[src/design/psg_register_dump_parser_macros.svh]
// assertion macros shared by the parser modules
// expects signals named clock and reset in the scope of use
`ifndef PSG_REGISTER_DUMP_PARSER_MACROS_SVH
`define PSG_REGISTER_DUMP_PARSER_MACROS_SVH

// condition holds at every clock edge outside reset
`define PSG_ASSERT_ALWAYS(label, expr, msg) \
   label: assert property (@(posedge clock) disable iff (reset) (expr)) \
      else $error(msg);

// antecedent implies consequent in the same cycle
`define PSG_ASSERT_IMPLY(label, ante, cons, msg) \
   label: assert property (@(posedge clock) disable iff (reset) (ante) |-> (cons)) \
      else $error(msg);

`endif

[src/design/psg_rdp_pkg.sv]
// types and constants of the psg register dump parser
// no dependencies
package psg_rdp_pkg;

   localparam logic [3:0] SHORT_HEADER_LEN = 4'd3;
   localparam logic [3:0] LONG_HEADER_LAST = 4'd15;
   localparam logic [7:0] FORMAT_MARK      = 8'h1A;
   localparam logic [7:0] CMD_PAUSE        = 8'hFF;
   localparam logic [7:0] CMD_PAUSE_RUN    = 8'hFE;
   localparam logic [7:0] CMD_END          = 8'hFD;
   localparam logic [7:0] LAST_REGISTER    = 8'h0F;

   localparam logic [1:0] KIND_WRITE = 2'd0;
   localparam logic [1:0] KIND_PAUSE = 2'd1;
   localparam logic [1:0] KIND_END   = 2'd2;

   localparam int QUEUE_DEPTH = 2;
   localparam int QUEUE_PTR_W = $clog2(QUEUE_DEPTH);
   localparam int QUEUE_CNT_W = $clog2(QUEUE_DEPTH + 1);

   typedef enum logic [5:0] {
      PH_HEADER      = 6'b000001,
      PH_LONG_HEADER = 6'b000010,
      PH_COMMAND     = 6'b000100,
      PH_VALUE       = 6'b001000,
      PH_PAUSE_COUNT = 6'b010000,
      PH_ENDED       = 6'b100000
   } phase_type;

   typedef struct packed {
      logic [7:0] in_byte;
      logic       new_file;
   } req_type;

   typedef struct packed {
      logic [1:0] kind;
      logic [1:0] chip;
      logic [3:0] reg_index;
      logic [7:0] reg_value;
      logic [7:0] pause_count;
   } rsp_type;

   typedef struct packed {
      logic full;
      logic not_empty;
   } queue_status_type;

endpackage

[src/design/psg_rdp_front.sv]
// front end: accepts stream bytes, tracks header and command phase,
// builds result items for the queue; uses psg_rdp_pkg
`include "psg_register_dump_parser_macros.svh"
module psg_rdp_front import psg_rdp_pkg::*; (
   input  logic             clock,
   input  logic             reset,
   input  logic             req_valid,
   output logic             req_stall,
   input  req_type          req_data,
   input  logic [1:0]       chip_select,
   input  queue_status_type q_status,
   output logic             push_valid,
   output rsp_type          push_data
);

   phase_type  phase_ff, phase_in, phase_cur, cmd_phase;
   logic [3:0] hdr_pos_ff, hdr_pos_in, hdr_pos_cur;
   logic [3:0] held_reg_ff, held_reg_in;
   logic       held_low_ff, held_low_in;
   logic       accept;
   logic       cmd_emit, emit;
   rsp_type    cmd_rsp, rsp;
   logic [7:0] b;

   assign req_stall = q_status.full;
   assign accept    = req_valid && !q_status.full;
   assign b         = req_data.in_byte;

   assign phase_cur   = req_data.new_file ? PH_HEADER : phase_ff;
   assign hdr_pos_cur = req_data.new_file ? 4'd0 : hdr_pos_ff;

   // command byte decode
   always_comb begin
      cmd_phase   = PH_COMMAND;
      cmd_emit    = 1'b0;
      cmd_rsp     = '0;
      cmd_rsp.chip = chip_select;
      if (b == CMD_PAUSE) begin
         cmd_emit            = 1'b1;
         cmd_rsp.kind        = KIND_PAUSE;
         cmd_rsp.pause_count = 8'd1;
      end else if (b == CMD_PAUSE_RUN) begin
         cmd_phase = PH_PAUSE_COUNT;
      end else if (b == CMD_END) begin
         cmd_phase    = PH_ENDED;
         cmd_emit     = 1'b1;
         cmd_rsp.kind = KIND_END;
      end else begin
         cmd_phase = PH_VALUE;
      end
   end

   always_comb begin
      phase_in    = phase_cur;
      hdr_pos_in  = hdr_pos_cur;
      held_reg_in = held_reg_ff;
      held_low_in = held_low_ff;
      emit        = 1'b0;
      rsp         = '0;
      rsp.chip    = chip_select;
      case (phase_cur)
         PH_HEADER: begin
            if (hdr_pos_cur < SHORT_HEADER_LEN) begin
               hdr_pos_in = hdr_pos_cur + 4'd1;
            end else if (b == FORMAT_MARK) begin
               hdr_pos_in = hdr_pos_cur + 4'd1;
               phase_in   = PH_LONG_HEADER;
            end else begin
               phase_in    = cmd_phase;
               emit        = cmd_emit;
               rsp         = cmd_rsp;
               held_reg_in = b[3:0];
               held_low_in = (b <= LAST_REGISTER);
            end
         end
         PH_LONG_HEADER: begin
            if (hdr_pos_cur >= LONG_HEADER_LAST) begin
               phase_in = PH_COMMAND;
            end else begin
               hdr_pos_in = hdr_pos_cur + 4'd1;
            end
         end
         PH_COMMAND: begin
            phase_in    = cmd_phase;
            emit        = cmd_emit;
            rsp         = cmd_rsp;
            held_reg_in = b[3:0];
            held_low_in = (b <= LAST_REGISTER);
         end
         PH_VALUE: begin
            phase_in      = PH_COMMAND;
            emit          = held_low_ff;
            rsp.kind      = KIND_WRITE;
            rsp.reg_index = held_reg_ff;
            rsp.reg_value = b;
         end
         PH_PAUSE_COUNT: begin
            phase_in        = PH_COMMAND;
            emit            = (b != 8'd0);
            rsp.kind        = KIND_PAUSE;
            rsp.pause_count = b;
         end
         default: begin
            phase_in = PH_ENDED;
         end
      endcase
   end

   always_ff @(posedge clock) begin
      if (reset) begin
         phase_ff    <= PH_HEADER;
         hdr_pos_ff  <= 4'd0;
         held_reg_ff <= 4'd0;
         held_low_ff <= 1'b1;
      end else if (accept) begin
         phase_ff    <= phase_in;
         hdr_pos_ff  <= hdr_pos_in;
         held_reg_ff <= held_reg_in;
         held_low_ff <= held_low_in;
      end
   end

   assign push_valid = accept && emit;
   assign push_data  = rsp;

   `PSG_ASSERT_IMPLY(ended_silent_a, (phase_ff == PH_ENDED) && accept && !req_data.new_file,
      !push_valid, "result pushed after end of track")

endmodule

[src/design/psg_rdp_queue.sv]
// short result queue between parser front and output stage
// uses psg_rdp_pkg
`include "psg_register_dump_parser_macros.svh"
module psg_rdp_queue import psg_rdp_pkg::*; (
   input  logic             clock,
   input  logic             reset,
   input  logic             push_valid,
   input  rsp_type          push_data,
   input  logic             pop,
   output rsp_type          head_data,
   output queue_status_type q_status
);

   rsp_type                entry_ff [QUEUE_DEPTH];
   logic [QUEUE_PTR_W-1:0] wr_ptr_ff, wr_ptr_in;
   logic [QUEUE_PTR_W-1:0] rd_ptr_ff, rd_ptr_in;
   logic [QUEUE_CNT_W-1:0] count_ff, count_in;

   localparam logic [QUEUE_PTR_W-1:0] PTR_LAST = QUEUE_PTR_W'(QUEUE_DEPTH - 1);
   localparam logic [QUEUE_CNT_W-1:0] CNT_FULL = QUEUE_CNT_W'(QUEUE_DEPTH);

   always_comb begin
      wr_ptr_in = wr_ptr_ff;
      rd_ptr_in = rd_ptr_ff;
      count_in  = count_ff;
      if (push_valid) begin
         wr_ptr_in = (wr_ptr_ff == PTR_LAST) ? '0 : wr_ptr_ff + 1'b1;
      end
      if (pop) begin
         rd_ptr_in = (rd_ptr_ff == PTR_LAST) ? '0 : rd_ptr_ff + 1'b1;
      end
      case ({push_valid, pop})
         2'b10:   count_in = count_ff + 1'b1;
         2'b01:   count_in = count_ff - 1'b1;
         default: count_in = count_ff;
      endcase
   end

   always_ff @(posedge clock) begin
      if (reset) begin
         wr_ptr_ff <= '0;
         rd_ptr_ff <= '0;
         count_ff  <= '0;
      end else begin
         wr_ptr_ff <= wr_ptr_in;
         rd_ptr_ff <= rd_ptr_in;
         count_ff  <= count_in;
      end
   end

   always_ff @(posedge clock) begin
      if (push_valid) begin
         entry_ff[wr_ptr_ff] <= push_data;
      end
   end

   assign head_data          = entry_ff[rd_ptr_ff];
   assign q_status.full      = (count_ff == CNT_FULL);
   assign q_status.not_empty = (count_ff != '0);

   `PSG_ASSERT_ALWAYS(push_full_a, !(push_valid && q_status.full), "push into full queue")
   `PSG_ASSERT_ALWAYS(count_range_a, count_ff <= CNT_FULL, "queue count above depth")
   `PSG_ASSERT_IMPLY(empty_ptr_a, count_ff == '0, wr_ptr_ff == rd_ptr_ff,
      "empty queue with unequal pointers")

endmodule

[src/design/psg_rdp_back.sv]
// output stage: moves queue head into the result register
// uses psg_rdp_pkg
`include "psg_register_dump_parser_macros.svh"
module psg_rdp_back import psg_rdp_pkg::*; (
   input  logic             clock,
   input  logic             reset,
   input  queue_status_type q_status,
   input  rsp_type          head_data,
   output logic             pop,
   output logic             rsp_valid,
   input  logic             rsp_stall,
   output rsp_type          rsp_data
);

   logic    rsp_valid_ff, rsp_valid_in;
   rsp_type rsp_data_ff;

   assign pop = q_status.not_empty && (!rsp_valid_ff || !rsp_stall);

   always_comb begin
      if (pop) begin
         rsp_valid_in = 1'b1;
      end else if (rsp_stall) begin
         rsp_valid_in = rsp_valid_ff;
      end else begin
         rsp_valid_in = 1'b0;
      end
   end

   always_ff @(posedge clock) begin
      if (reset) begin
         rsp_valid_ff <= 1'b0;
      end else begin
         rsp_valid_ff <= rsp_valid_in;
      end
   end

   always_ff @(posedge clock) begin
      if (pop) begin
         rsp_data_ff <= head_data;
      end
   end

   assign rsp_valid = rsp_valid_ff;
   assign rsp_data  = rsp_data_ff;

   `PSG_ASSERT_IMPLY(kind_code_a, rsp_valid_ff, rsp_data_ff.kind <= KIND_END,
      "result with undefined kind")

endmodule

[src/design/psg_register_dump_parser.sv]
// psg register dump parser, one stream byte per transfer
// the path from input transfer to the earliest result transfer runs through the queue, then the output register
// throughput: one byte per cycle while the result side keeps taking transfers
// req_stall rises only when the two-entry queue is full
// reset: synchronous; parser returns to header, chip select to 0, queue and output empty
module psg_register_dump_parser import psg_rdp_pkg::*; (
   input  logic       clock,
   input  logic       reset,
   input  logic       req_valid,
   output logic       req_stall,
   input  req_type    req_data,
   output logic       rsp_valid,
   input  logic       rsp_stall,
   output rsp_type    rsp_data,
   input  logic       csr_wr_en,
   input  logic [1:0] csr_wr_data
);

   logic [1:0]       chip_select_ff;
   queue_status_type q_status;
   logic             push_valid;
   rsp_type          push_data;
   logic             pop;
   rsp_type          head_data;

   always_ff @(posedge clock) begin
      if (reset) begin
         chip_select_ff <= 2'd0;
      end else if (csr_wr_en) begin
         chip_select_ff <= csr_wr_data;
      end
   end

   psg_rdp_front u_front (
      .clock       (clock),
      .reset       (reset),
      .req_valid   (req_valid),
      .req_stall   (req_stall),
      .req_data    (req_data),
      .chip_select (chip_select_ff),
      .q_status    (q_status),
      .push_valid  (push_valid),
      .push_data   (push_data)
   );

   psg_rdp_queue u_queue (
      .clock      (clock),
      .reset      (reset),
      .push_valid (push_valid),
      .push_data  (push_data),
      .pop        (pop),
      .head_data  (head_data),
      .q_status   (q_status)
   );

   psg_rdp_back u_back (
      .clock     (clock),
      .reset     (reset),
      .q_status  (q_status),
      .head_data (head_data),
      .pop       (pop),
      .rsp_valid (rsp_valid),
      .rsp_stall (rsp_stall),
      .rsp_data  (rsp_data)
   );

endmodule
[config.mk]
export PLATFORM = sky130hd
export DESIGN_NAME = psg_register_dump_parser
export DESIGN_NICKNAME = d
export VERILOG_FILES = /design/src/design/psg_rdp_pkg.sv /design/src/design/psg_rdp_front.sv /design/src/design/psg_rdp_queue.sv /design/src/design/psg_rdp_back.sv /design/src/design/psg_register_dump_parser.sv
export VERILOG_INCLUDE_DIRS = /design/src /design/src/design
export SDC_FILE = /design/constraint.sdc
export NUM_CORES = 1
export LEC_CHECK = 0
export ABC_CLOCK_PERIOD_IN_PS = 7310
export BUFFER_PORTS_ARGS = -buffer_cell sky130_fd_sc_hd__buf_2
export CELL_PAD_IN_SITES_DETAIL_PLACEMENT = 1
export CELL_PAD_IN_SITES_GLOBAL_PLACEMENT = 1
export CORE_MARGIN = 5
export CORE_UTILIZATION = 45
export CTS_CLUSTER_DIAMETER = 30
export DETAILED_ROUTE_END_ITERATION = 12
export PLACE_DENSITY_LB_ADDON = 0.1
export SLEW_MARGIN = 20
export SYNTH_ARGS = -nofsm -noshare
export SYNTH_HDL_FRONTEND = slang
export SYNTH_SLANG_ARGS = --single-unit
[constraint.sdc]
create_clock -name clock -period 7.31 [get_ports clock]
set_input_delay 2.193 -clock clock [delete_from_list [all_inputs] [get_ports clock]]
set_output_delay 2.193 -clock clock [all_outputs]
set_load 0.02 [all_outputs]
* After elaboration in Yosys (flattened, before gate mapping)
Memory sizes are Yosys's and may differ from the RTL's. A register that Yosys moved wholly into a read port is not among the register bits.
Index checks and enable logic that the tools add are counted.
** Operators by class
- $add $sub $neg :: 5
- Order comparisons :: 3
- Equal/unequal tests :: 15
- Multiplexer cells :: 42
- Reductions and logical operators :: 13
** Operators with widths (count)
- 2-to-1 mux 24 bit :: 2
- 2-to-1 mux 6 bit :: 7
- equality test 8 bit, second input constant :: 3
- 2-to-1 mux 4 bit :: 6
- case mux 12 bit (2 select lines) :: 1
- case mux 6 bit (4 select lines) :: 1
- case mux 8 bit (3 select lines) :: 1
- case mux 4 bit (2 select lines) :: 2
- 2-to-1 mux 1 bit :: 14
- equality test 8 x 5 -> 1 bit, second input constant :: 1
- less-or-equal comparator 8 x 4 -> 1 bit, second input constant :: 1
- 2-to-1 mux 2 bit :: 4
- nonzero test 8 bit :: 1
- equality test 6 x 1 -> 1 bit, second input constant :: 1
- equality test 6 x 2 -> 1 bit, second input constant :: 1
- equality test 6 x 3 -> 1 bit, second input constant :: 1
- equality test 6 x 4 -> 1 bit, second input constant :: 1
- equality test 6 x 5 -> 1 bit, second input constant :: 1
- case mux 2 bit (3 select lines) :: 1
- nonzero test 2 bit :: 3
- adder 4 x 1 -> 4 bit, second input constant :: 1
- equality test 2 bit, second input constant :: 2
- greater-or-equal comparator 4 bit, second input constant :: 1
- less-than comparator 4 x 2 -> 1 bit, second input constant :: 1
- other kinds (14) :: 20
** Storage, ports and cells
- Flip-flop bits (word level) :: 22
- Memory bits (writable) :: 48
- Input port bits :: 16
- Output and inout port bits :: 26
- Logic and storage cells :: 88
- Memories :: 1
** Memory list
- u_queue.entry_ff :: words 2, bits a word 24, rd ports 1, clocked after Yosys merged registers in 1, wr ports 1, RTL line psg_rdp_queue.sv:14 : rsp_type entry_ff [QUEUE_DEPTH];

* Depth between registers and ports, before layout
Gate-level depths: netlist of run 1.
- Depth after elaboration :: 10
- Gate-level depth with buffers :: 11
- Mapped depth without buffers :: 10

* Modules after synthesis
Synthesis of run 1 repeated with hierarchy kept, for this count alone.
** Unflattened totals
- Cell total of the unflattened synthesis :: 283
- Area, all modules :: 3961.3 um^2
** Modules (own cells, without submodules)
- psg_rdp_queue :: times used 1, cells an instance 97, area each 1934.4 um^2, sequential area each 1541.5 um^2
- psg_rdp_front :: times used 1, cells an instance 152, area each 1202.4 um^2, sequential area each 300.3 um^2
- psg_rdp_back :: times used 1, cells an instance 28, area each 757.0 um^2, sequential area each 740.7 um^2
- psg_register_dump_parser :: times used 1, cells an instance 6, area each 67.6 um^2, sequential area each 40.0 um^2

* Worst setup path before layout of run 1
Ideal clock, no wire load.
- Path kind :: input-to-reg
- Start :: input req_data[0] (netlist name)
- End :: memory u_queue.entry_ff[0][0] (netlist name), enable pin
- Library setup time :: 405 ps
- Arrival :: 4502 ps
- Data required time :: 6905 ps
- Slack :: 2403 ps
- Cell stages on the path :: 8
- Path buffers :: 2
- Cell sequence :: clkbuf_8 > clkbuf_8 > nor2b_1 > ha_1 > o21ba_2 > nor4_1 > o31ai_2 > nor2_1
** Between the ends
- Word-level cells in the longest chain between the ends :: 7
- Elaborated cells between the ends (all ways) :: 12
- Classes of those cells :: order compare: 1; eq/ne: 4; mux: 6; reduce/logical: 1
** Ends and longest elaborated chain
- start: declaration :: RTL line psg_register_dump_parser.sv:11 : input req_type req_data,
- 2-to-1 mux 4 bit :: RTL line psg_rdp_front.sv:30 : assign hdr_pos_cur = req_data.new_file ? 4'd0 : hdr_pos_ff;
- less-than comparator 4 x 2 -> 1 bit :: RTL line psg_rdp_front.sv:63 : if (hdr_pos_cur < SHORT_HEADER_LEN) begin
- 2-to-1 mux 1 bit :: RTL line psg_rdp_front.sv:63
- case mux 1 bit (4 select lines) (*) :: RTL line psg_rdp_front.sv:61 : case (phase_cur)
- logical AND 1 bit (*) :: RTL line psg_rdp_front.sv:123 : assign push_valid = accept && emit;
- 2-to-1 mux 1 bit (*) :: RTL line psg_rdp_queue.sv:52 : if (push_valid) begin
- 2-to-1 mux 1 bit (not written as such) (*) :: RTL line psg_rdp_queue.sv:53 : entry_ff[wr_ptr_ff] <= push_data;
- end: declaration :: RTL line psg_rdp_queue.sv:14
Every way passes the cells marked *; elsewhere a longest branch is shown, timed or not.

* Worst setup path after layout of run 1
- Start :: input req_data[6] (netlist name)
- End :: register u_queue.count_ff[1]
** Between the ends
- Word-level cells in the longest chain between the ends :: 10
- Elaborated cells between the ends (all ways) :: 16
- Classes of those cells :: eq/ne: 6; mux: 7; reduce/logical: 3
** Ends and longest elaborated chain
- equality test 8 bit :: RTL line psg_rdp_front.sv:44 : end else if (b == CMD_END) begin
- 2-to-1 mux 1 bit :: RTL line psg_rdp_front.sv:44
- 2-to-1 mux 1 bit :: RTL line psg_rdp_front.sv:42 : end else if (b == CMD_PAUSE_RUN) begin
- 2-to-1 mux 1 bit :: RTL line psg_rdp_front.sv:38 : if (b == CMD_PAUSE) begin
- 2-to-1 mux 1 bit :: RTL line psg_rdp_front.sv:65 : end else if (b == FORMAT_MARK) begin
- 2-to-1 mux 1 bit :: RTL line psg_rdp_front.sv:63
- case mux 1 bit (4 select lines) (*) :: RTL line psg_rdp_front.sv:61
- logical AND 1 bit (*) :: RTL line psg_rdp_front.sv:123
- equality test 2 x 1 -> 1 bit / equality test 2 bit (equally long branches) :: RTL line psg_rdp_queue.sv:32 : case ({push_valid, pop})
- case mux 2 bit (2 select lines) / nonzero test 2 bit (equally long branches)
- end signal: assignment :: RTL line psg_rdp_queue.sv:47 : count_ff <= count_in;
- end: declaration :: RTL line psg_rdp_queue.sv:17 : logic [QUEUE_CNT_W-1:0] count_ff, count_in;
Marked as above.
A chain may end at the register's enable or synchronous reset.

==> metrics.txt, run 1 <==
Overflow after GRT=0; simple-gate share of the synthesized area=0.1327; initial antenna violation count=0; RSZ-0062 raised after global routing=false; row count=34; fin crit share=0.5987; post_cts resized=0; Post-Synth XOR/XNOR Area=0.01337; diode count=0; WP data required=7.60 ns; io pins=42; Worst Setup Start Kind=input pin; Die Width=103.5 µm; vias in the first global route=2474; pre-CTS setup slack=2.583 ns; worst setup margin=2.933 ns; GRT Total Usage=0.1614; top cell type's share of synthesized area=0.5500; Slew Limit Fails=0; Netlist cell types=52; htree depth=3; Hold Vio Cnt, Final=0; final setup fails=0; Post-DP HPWL=5524 µm; Placer Congestion=0.7807; syn_nets=311; DR WL/cell=17.67 µm; number of remaining DRC errors=0; clock transition at the registers of the reported paths=0.09 ns; Synth Register Bits=94; CTS buffer count=9; height of the die=103.5 µm; CP Max Fanout=4; drt first pass iters=4; layout cell share with drive strength beyond 1=0.2953; post-route ant nets=0; core area=8636 µm²; CTS tree=yes; critical path class=input pin to register; Port Buf Inserts=41; asr flop ratio synth=0; root buffer cell=clkbuf_8; Synth Cell Area=3931 µm²; Vias/cell=5.282; Yosys top cell by area=edfxtp_1; Max Freq=228.5 MHz; status=finished, final reports clean; Starting Density=0.4552; largest cells by area after synthesis=edfxtp_1, dfxtp_1, mux2_2; Adder-Cell Fraction of Synth Area=0.006365; Crit. End Element=register; Clock Latency Late Sink=0.36 ns; complex-gate fraction of the synthesized area=0.07893; sequential fraction of the synthesis area=0.6620; Layout area overhead=12.79%; DR WL met2=4035 µm; largest family of logic cells by synthesized area=simple AND/OR/NAND/NOR gates; clk buf depth=2; Post-Syn Instances=293; max layer used=met4; Fin Setup TNS=0 ns; Setup Skew=0.01033 ns; Hold Buf Count CTS=0; worst slew pin tran=0.7696 ns; number of max-cap violations=0; Slew headroom=0.4859; peak supply drop=0.1162 mV; die area=10710 µm²; WL met1=3514 µm; first-pass GRT wire length=12770 µm; Via Count=2377; Leak=1.674 nW; drt total wl=7952 µm; metal3 WL=281 µm; Sink Count=94; largest net degree at the start of global routing=27; top post-synthesis cells by count=edfxtp_1, nor2_1, mux2_2, dfxtp_1, and2_1; count leader, synth=edfxtp_1; crit path DAT=4.67 ns; prevailing post-synth register cell=edfxtp_1; syn avg cell area=13.42 µm²; Final Net Count=355; YS warnings=0; number of flops mapped to enable cells by yosys=72; Hold WC Path Type=register to register; power per cell area=245.5 nW/µm²; post-CTS setup buffers=0; drt initial violations=83; minimum clock period=4.377 ns; proportion of synthesized area in mux cells=0.08402
per-stage QoR:
step                total power [mW]  hold WS (ns)  std cells    util  area, µm²
floorplan                     0.7275        0.4249        293       -       3931
global placement              0.7713        0.4370        434  0.4910       4240
detailed placement            0.7770        0.4430        434  0.4912       4242
CTS                            1.105        0.4668        450  0.5135       4434
global route                   1.149        0.4880        450  0.5135       4434
finish                         1.089        0.4628        450  0.5135       4434
layout make-up:
cell class	count	area, µm²
Sequential cell	94	2604
Multi-Input combinational cell	181	1249
Timing Repair Buffer	44	227.7
Clock buffer	9	123.9
Clock inverter	7	68.82
Inverter	7	26.28
Fill cell	904	4202
Tap cell	108	135.1
placed cells by master, fill, tap and decap left out, types with 9 or more instances in the layout:
cell / count
nor2_1: 24
clkbuf_8: 9
mux2_2: 24
buf_2: 41
a21oi_1: 11
and2_1: 19
o21ai_0: 9
dfxtp_1: 21
edfxtp_1: 72
nand2_1: 14
critical path, stage by stage:
cell	delay (ns)
buf_2	0.12
or3_4	0.40
nor4_1	0.52
nor4_1	0.11
o31ai_2	0.48
ha_1	0.35
or3_1	0.35
a21oi_1	0.14
cell families after synthesis:
logic type / Yosys count
adders and majority gates: 2
AOI/OAI and AO/OA: 46
xor gates and xnor gates: 6
DFF: 94
muxes: 30
buffers and inverters: 18
and+or+nand+nor: 97
per-layer routing:
layer	GRT usage	vias to the layer above
met4	0.05976	0
met1	0.2070	1166
met2	0.2691	36
li1	-	1166
met5	0	-
met3	0.03488	9
state kept, by name, indices dropped and copies added (netlist names):
register / flops
chip_select_ff: 2
u_back.rsp_data: 24
u_back.rsp_valid: 1
u_front.hdr_pos_ff: 4
u_front.held_low_ff: 1
u_front.held_reg_ff: 4
u_front.phase_ff: 6
u_queue.count_ff: 2
u_queue.entry_ff: 48
u_queue.rd_ptr_ff: 1
u_queue.wr_ptr_ff: 1
final timing paths:
| kind | from | to | slack [ns] | depth (start not counted) |
|---|---|---|---|---|
| hold / removal | chip_select_ff[1] | u_queue.entry_ff[1][21] | 0.46 | 0 |
| hold reg to reg | chip_select_ff[1] | u_queue.entry_ff[1][21] | 0.46 | 0 |
| setup reg to reg | u_front.phase_ff[1] | u_queue.count_ff[1] | 4.76 | 7 |
| setup / recovery | req_data[6] | u_queue.count_ff[1] | 2.93 | 8 |
where the power goes:
part	total (mW)	switching, mW	leakage (nW)	internal (mW)
registers	0.627	0.0227	0.947	0.604
clock network	0.328	0.196	0.0964	0.132
logic	0.134	0.0850	0.630	0.0490
Note: power is estimated with default switching activity, not from simulation.
==> run 2, diff against run 1 <==
--- a/config.mk
+++ b/config.mk
@@ -6,7 +6,7 @@
 export SDC_FILE = /design/constraint.sdc
 export NUM_CORES = 1
 export LEC_CHECK = 0
-export ABC_CLOCK_PERIOD_IN_PS = 7310
+export ABC_CLOCK_PERIOD_IN_PS = 4500
 export BUFFER_PORTS_ARGS = -buffer_cell sky130_fd_sc_hd__buf_2
 export CELL_PAD_IN_SITES_DETAIL_PLACEMENT = 1
 export CELL_PAD_IN_SITES_GLOBAL_PLACEMENT = 1
==> constraint.sdc (replaced) <==
create_clock -name clock -period 4.5 [get_ports clock]
set_input_delay 1.35 -clock clock [delete_from_list [all_inputs] [get_ports clock]]
set_output_delay 1.35 -clock clock [all_outputs]
set_load 0.02 [all_outputs]
==> metrics.txt, run 2 (synthesis gave the netlist of run 1 again) <==
worst slew pin tran=0.7868 ns (was 0.7696 ns); io pins=42 (unchanged); core area=8636 µm² (unchanged); most frequent cells in the layout=edfxtp_1, buf_2, nor2_1, mux2_2, dfxtp_1 (unchanged); slowest CP cell=o31ai_2 (was nor4_1); crit-path max cell delay=0.49 ns (was 0.52 ns); Hold WC Path Type=register to register (unchanged); drt total wl=8207 µm (was 7952 µm); r2r worst-path depth=7 (unchanged); Layout area overhead=13.18% (was 12.79%); root buffer cell=clkbuf_8 (unchanged); cell depth of the worst setup path=8 (unchanged); power per cell area=410.7 nW/µm² (was 245.5 nW/µm²); number of flip-flops in the largest register=48 (unchanged); RSZ-0062 raised after global routing=false (unchanged); Hold Path Depth=0 (unchanged); fin crit share=0.7737; post-route ant nets=0 (unchanged); GRT Total Usage=0.1680 (was 0.1614); Fin Setup TNS=0 ns (unchanged); Die Width=103.5 µm (unchanged); largest net degree at the start of global routing=27 (unchanged); initial antenna violation count=0 (unchanged); row count=34 (unchanged); Vias/cell=5.416 (was 5.282); Post-DP HPWL=5590 µm (was 5524 µm); htree depth=3 (unchanged); Final Net Count=355 (unchanged); Overflow after GRT=0 (unchanged); drt first pass iters=4 (unchanged); Hold Buf Count CTS=0 (unchanged); worst setup margin=1.018 ns (was 2.933 ns); commonest non-fill, non-tap cell in the layout=edfxtp_1 (unchanged); WP data required=4.80 ns (was 7.60 ns); Crit. End Element=register (unchanged); Non-Filler Instances=450 (unchanged); Starting Density=0.4552 (unchanged); Worst Setup Start Kind=input pin (unchanged); DR WL/cell=18.24 µm (was 17.67 µm); CTS buffer count=9 (unchanged); vias in the first global route=2565 (was 2474); Max Freq=287.2 MHz; most frequent CP cell=nor4_1 (unchanged); hold slack=0.4636 ns (was 0.4628 ns); height of the die=103.5 µm (unchanged); post_cts resized=0 (unchanged); status=finished, final reports clean (unchanged); first-pass GRT wire length=13300 µm (was 12770 µm); Sink Count=94 (unchanged); crit path DAT=3.78 ns (was 4.67 ns); drt initial violations=96 (was 83); worst path cell trace=buf_2 -> or3_4 -> nor4_1 -> nor4_1 -> o31ai_2 -> ha_1 -> or3_1 -> a21oi_1 (unchanged); peak supply drop=0.1727 mV (was 0.1162 mV); diode count=0 (unchanged); Placer Congestion=0.8082 (was 0.7807); Slew Limit Fails=0 (unchanged); die area=10710 µm² (unchanged); CTS tree=yes (unchanged); largest reg by FF count=u_queue.entry_ff (unchanged); clock transition at the registers of the reported paths=0.09 ns (about the same); Placed Instances=434 (unchanged); delay-heaviest family, CP=simple AND/OR/NAND/NOR gates (unchanged); Setup Skew=0.008204 ns (was 0.01033 ns); final setup fails=0 (unchanged); pre-CTS setup slack=0.6424 ns (was 2.583 ns); Hold Vio Cnt, Final=0 (unchanged); layout cell share with drive strength beyond 1=0.2924 (was 0.2953); minimum clock period=3.482 ns; clk buf depth=2 (unchanged); post-CTS setup buffers=0 (unchanged); Slew headroom=0.4744 (was 0.4859); critical path class=input pin to register (unchanged); Port Buf Inserts=41 (unchanged); Via Count=2437 (was 2377); Buf+Inv Stages, Crit Path=1 (unchanged); number of max-cap violations=0 (unchanged); FF-to-FF setup slack=1.88 ns (was 4.76 ns); Leak=1.680 nW (was 1.674 nW); Clock Latency Late Sink=0.37 ns (was 0.36 ns); CP Max Fanout=4 (unchanged); number of remaining DRC errors=0 (unchanged)
-- run 2: cell count changes in the layout (fill, tap and decap cells not counted), sizes merged --
cell	before	now
inv	10	9
bufinv	0	1
clkinv	3	1
clkbuf	9	11
-- run 2: area by class of cell --
cell class                 count  area, µm²
multi-input combinational    181       1249
tap                          108      135.1
fill                         900       4187
clock buffer                  11      141.4
timing repair buffer          44      227.7
clock inverter                 5      66.31
sequential                    94       2604
inverter                       7      26.28
-- run 2: path summary, 6_finish.rpt --
kind	start	to
min reg2reg	chip_select_ff[0]	u_queue.entry_ff[1][20]
min	chip_select_ff[0]	u_queue.entry_ff[1][20]
max	req_data[6]	u_queue.count_ff[1]
max reg2reg	u_front.phase_ff[3]	u_queue.count_ff[1]
-- run 2: per-layer routing --
| layer | part of all wire | routed length (µm) | track usage |
|---|---|---|---|
| met5 | 0 | 0 | 0 |
| met4 | 0.013 | 104 | 0.05976 |
| met3 | 0.050 | 409 | 0.03890 |
| met2 | 0.49 | 4015 | 0.2877 |
| met1 | 0.45 | 3678 | 0.2080 |
-- run 2: where the power goes --
group / internal (mW) / leakage [nW] / switching (mW)
Clock: 0.279 / 0.102 / 0.310
Combinational: 0.0795 / 0.630 / 0.142
Sequential: 0.981 / 0.947 / 0.0355
Total: 1.34 / 1.68 / 0.488
-- run 2: per-stage QoR --
| step | util | total power [mW] | instance area, µm² |
|---|---|---|---|
| after floorplan | - | 1.182 | 3931 |
| after global placement | 0.4910 | 1.254 | 4240 |
| after detailed placement | 0.4912 | 1.263 | 4242 |
| after CTS | 0.5152 | 1.850 | 4449 |
| after global routing | 0.5152 | 1.917 | 4449 |
| final | 0.5152 | 1.827 | 4449 |
==> run 3, diff against run 2 <==
--- a/config.mk
+++ b/config.mk
@@ -6,7 +6,7 @@
 export SDC_FILE = /design/constraint.sdc
 export NUM_CORES = 1
 export LEC_CHECK = 0
-export ABC_CLOCK_PERIOD_IN_PS = 4500
+export ABC_CLOCK_PERIOD_IN_PS = 3300
 export BUFFER_PORTS_ARGS = -buffer_cell sky130_fd_sc_hd__buf_2
 export CELL_PAD_IN_SITES_DETAIL_PLACEMENT = 1
 export CELL_PAD_IN_SITES_GLOBAL_PLACEMENT = 1
==> constraint.sdc (replaced) <==
create_clock -name clock -period 3.3 [get_ports clock]
set_input_delay 0.99 -clock clock [delete_from_list [all_inputs] [get_ports clock]]
set_output_delay 0.99 -clock clock [all_outputs]
set_load 0.02 [all_outputs]
==> metrics.txt, run 3 (synthesis gave the netlist of run 1 again) <==
peak supply drop=0.2356 mV (was 0.1727 mV); Buf+Inv Stages, Crit Path=1 (unchanged); most frequent CP cell=a21oi_1 (was nor4_1); Leak=1.746 nW (was 1.680 nW); drt initial violations=99 (was 96); first-pass GRT wire length=13140 µm (was 13300 µm); commonest non-fill, non-tap cell in the layout=edfxtp_1 (unchanged); Max Freq=345.5 MHz; Setup Skew=0.01200 ns (was 0.008204 ns); DR WL/cell=17.81 µm (was 18.24 µm); Starting Density=0.4552 (unchanged); Int Power=1.835 mW (was 1.340 mW); slowest CP cell=or4_1 (was o31ai_2); Overflow after GRT=0 (unchanged); CP Max Fanout=7 (was 4); total design power=2.492 mW (was 1.827 mW); metal3 WL=277 µm (was 409 µm); fin crit share=0.8770; height of the die=103.5 µm (unchanged); crit path DAT=3.20 ns (was 3.78 ns); crit-path max cell delay=0.53 ns (was 0.49 ns); max layer used=met4 (unchanged); final setup fails=0 (unchanged); Hold Buf Count CTS=0 (unchanged); Die Width=103.5 µm (unchanged); cell depth of the worst setup path=8 (unchanged); critical path class=input pin to register (unchanged); delay-heaviest family, CP=simple AND/OR/NAND/NOR gates (unchanged); Worst R2R Start=u_front.phase_ff[1] (was u_front.phase_ff[3]); Crit. End Element=register (unchanged); row count=34 (unchanged); Non-Filler Instances=462 (was 450); Logic pwr share=0.132 (was 0.121); Worst Setup SP=req_data[1] (was req_data[6]); WP data required=3.60 ns (was 4.80 ns); status=finished, final reports clean (unchanged); switch share=0.2637 (was 0.2669); Finished Core Util=0.5284 (was 0.5152); WL met1=3807 µm (was 3678 µm); r2r worst-path depth=7 (unchanged); Post-DP HPWL=5633 µm (was 5590 µm); Placed Instances=446 (was 434); drt total wl=8229 µm (was 8207 µm); vias in the first global route=2617 (was 2565); Hold WC Path Type=register to register (unchanged); root buffer cell=clkbuf_8 (unchanged); Clock Latency Late Sink=0.36 ns (was 0.37 ns); io pins=42 (unchanged); number of flip-flops in the largest register=48 (unchanged); Vias/cell=5.353 (was 5.416); initial antenna violation count=0 (unchanged); number of max-cap violations=0 (unchanged); CTS buffer count=9 (unchanged); clock share of power=0.320 (was 0.323); power per cell area=546.0 nW/µm² (was 410.7 nW/µm²); fillers=893 (was 900); CTS tree=yes (unchanged); Layout area overhead=16.07% (was 13.18%); Sink Count=94 (unchanged); largest reg by FF count=u_queue.entry_ff (unchanged); Via Count=2473 (was 2437); Worst Setup Start Kind=input pin (unchanged); hold slack=0.4763 ns (was 0.4636 ns); largest net degree at the start of global routing=26 (was 27); worst path cell trace=buf_2 -> or4_1 -> o31ai_1 -> a21oi_1 -> o31ai_2 -> ha_1 -> or3_1 -> a21oi_1 (was buf_2 -> or3_4 -> nor4_1 -> nor4_1 -> o31ai_2 -> ha_1 -> or3_1 -> a21oi_1); number of remaining DRC errors=0 (unchanged); most frequent cells in the layout=edfxtp_1, buf_2, nor2_1, mux2_2, dfxtp_1 (unchanged); Flop pwr share=0.548 (was 0.556); net load switching power=0.6569 mW (was 0.4876 mW); post-route ant nets=0 (unchanged); die area=10710 µm² (unchanged); Slew Limit Fails=0 (unchanged); post_cts resized=0 (unchanged); Placer Congestion=0.7649 (was 0.8082); Slew headroom=0.6695 (was 0.4744); clock transition at the registers of the reported paths=0.10 ns (was 0.09 ns); FF-to-FF setup slack=0.90 ns (was 1.88 ns); clk buf depth=2 (unchanged); drt first pass iters=4 (unchanged); core area=8636 µm² (unchanged); Port Buf Inserts=41 (unchanged); minimum clock period=2.894 ns; htree depth=3 (unchanged); worst slew pin tran=0.4895 ns (was 0.7868 ns); Hold Vio Cnt, Final=0 (unchanged); Final Net Count=367 (was 355); DR WL met2=3978 µm (was 4015 µm); worst setup path endpoint=u_queue.count_ff[1] (unchanged); RSZ-0062 raised after global routing=false (unchanged); post-CTS setup buffers=0 (unchanged); diode count=0 (unchanged); GRT Total Usage=0.1640 (was 0.1680); layout cell share with drive strength beyond 1=0.3136 (was 0.2924); Worst R2R End=u_queue.count_ff[1] (unchanged)
run 3: changes by cell type in the layout (fill, tap and decap cells not counted):
| cell | previous run | this run |
|---|---|---|
| buf_4 | 3 | 13 |
| buf_12 | 0 | 2 |
| dfxtp_1 | 21 | 22 |
| dfxtp_2 | 1 | 0 |
run 3: worst min path at each step:
stage                            startpoint                       to  slack [ns]  cells after the start
after global placement    chip_select_ff[1]  u_queue.entry_ff[1][21]        0.44                      0
final                     chip_select_ff[1]  u_queue.entry_ff[1][21]        0.48                      0
after detailed placement  chip_select_ff[0]  u_queue.entry_ff[1][20]        0.46                      0
after CTS                 chip_select_ff[1]  u_queue.entry_ff[1][21]        0.48                      0
after global routing      chip_select_ff[1]  u_queue.entry_ff[1][21]        0.50                      0
after floorplan           chip_select_ff[0]  u_queue.entry_ff[0][20]        0.42                      0
run 3: power groups by stage:
stage | Combinational, mW | Sequential (mW) | Clock, mW
3_3_place_gp | 0.329 | 1.39 | 0
4_1_cts | 0.336 | 1.37 | 0.828
3_5_place_dp | 0.335 | 1.39 | 0
2_1_floorplan | 0.166 | 1.45 | 0
6_report | 0.329 | 1.37 | 0.797
5_1_grt | 0.361 | 1.37 | 0.876
run 3: through the flow:
| stage | instance area, µm² | setup slack (ns) | TNS (ns) |
|---|---|---|---|
| 3_3_place_gp | 4355 | 0.1160 | 0 |
| 2_1_floorplan | 3940 | -0.01972 | -0.9464 |
| 3_5_place_dp | 4355 | 0.04403 | 0 |
| 5_1_grt | 4563 | 0.3105 | 0 |
| 6_report | 4563 | 0.4058 | 0 |
| 4_1_cts | 4563 | 0.4181 | 0 |
run 3: final cells by class:
type	instances	area, µm²	area share
clock buffer	11	141.4	0.03098
clock inverter	5	66.31	0.01453
inverter	7	26.28	0.005758
multi-input combinational	181	1249	0.2736
sequential	94	2603	0.5703
tap	108	135.1	0.02961
timing repair buffer	56	342.8	0.07513
run 3: worst register-to-register path, cell delays in order, from the launching register on:
cell     delay (ns)
dfxtp_1        0.40
and2b_2        0.25
a31oi_1        0.40
nor4_1         0.13
o31ai_2        0.35
ha_1           0.33
or3_1          0.35
a21oi_1        0.14
run 3: metal layers:
layer / vias up / track usage
met2: 41 / 0.2760
met5: - / 0
met1: 1232 / 0.2083
met3: 13 / 0.03286
met4: 0 / 0.06375
li1: 1187 / -
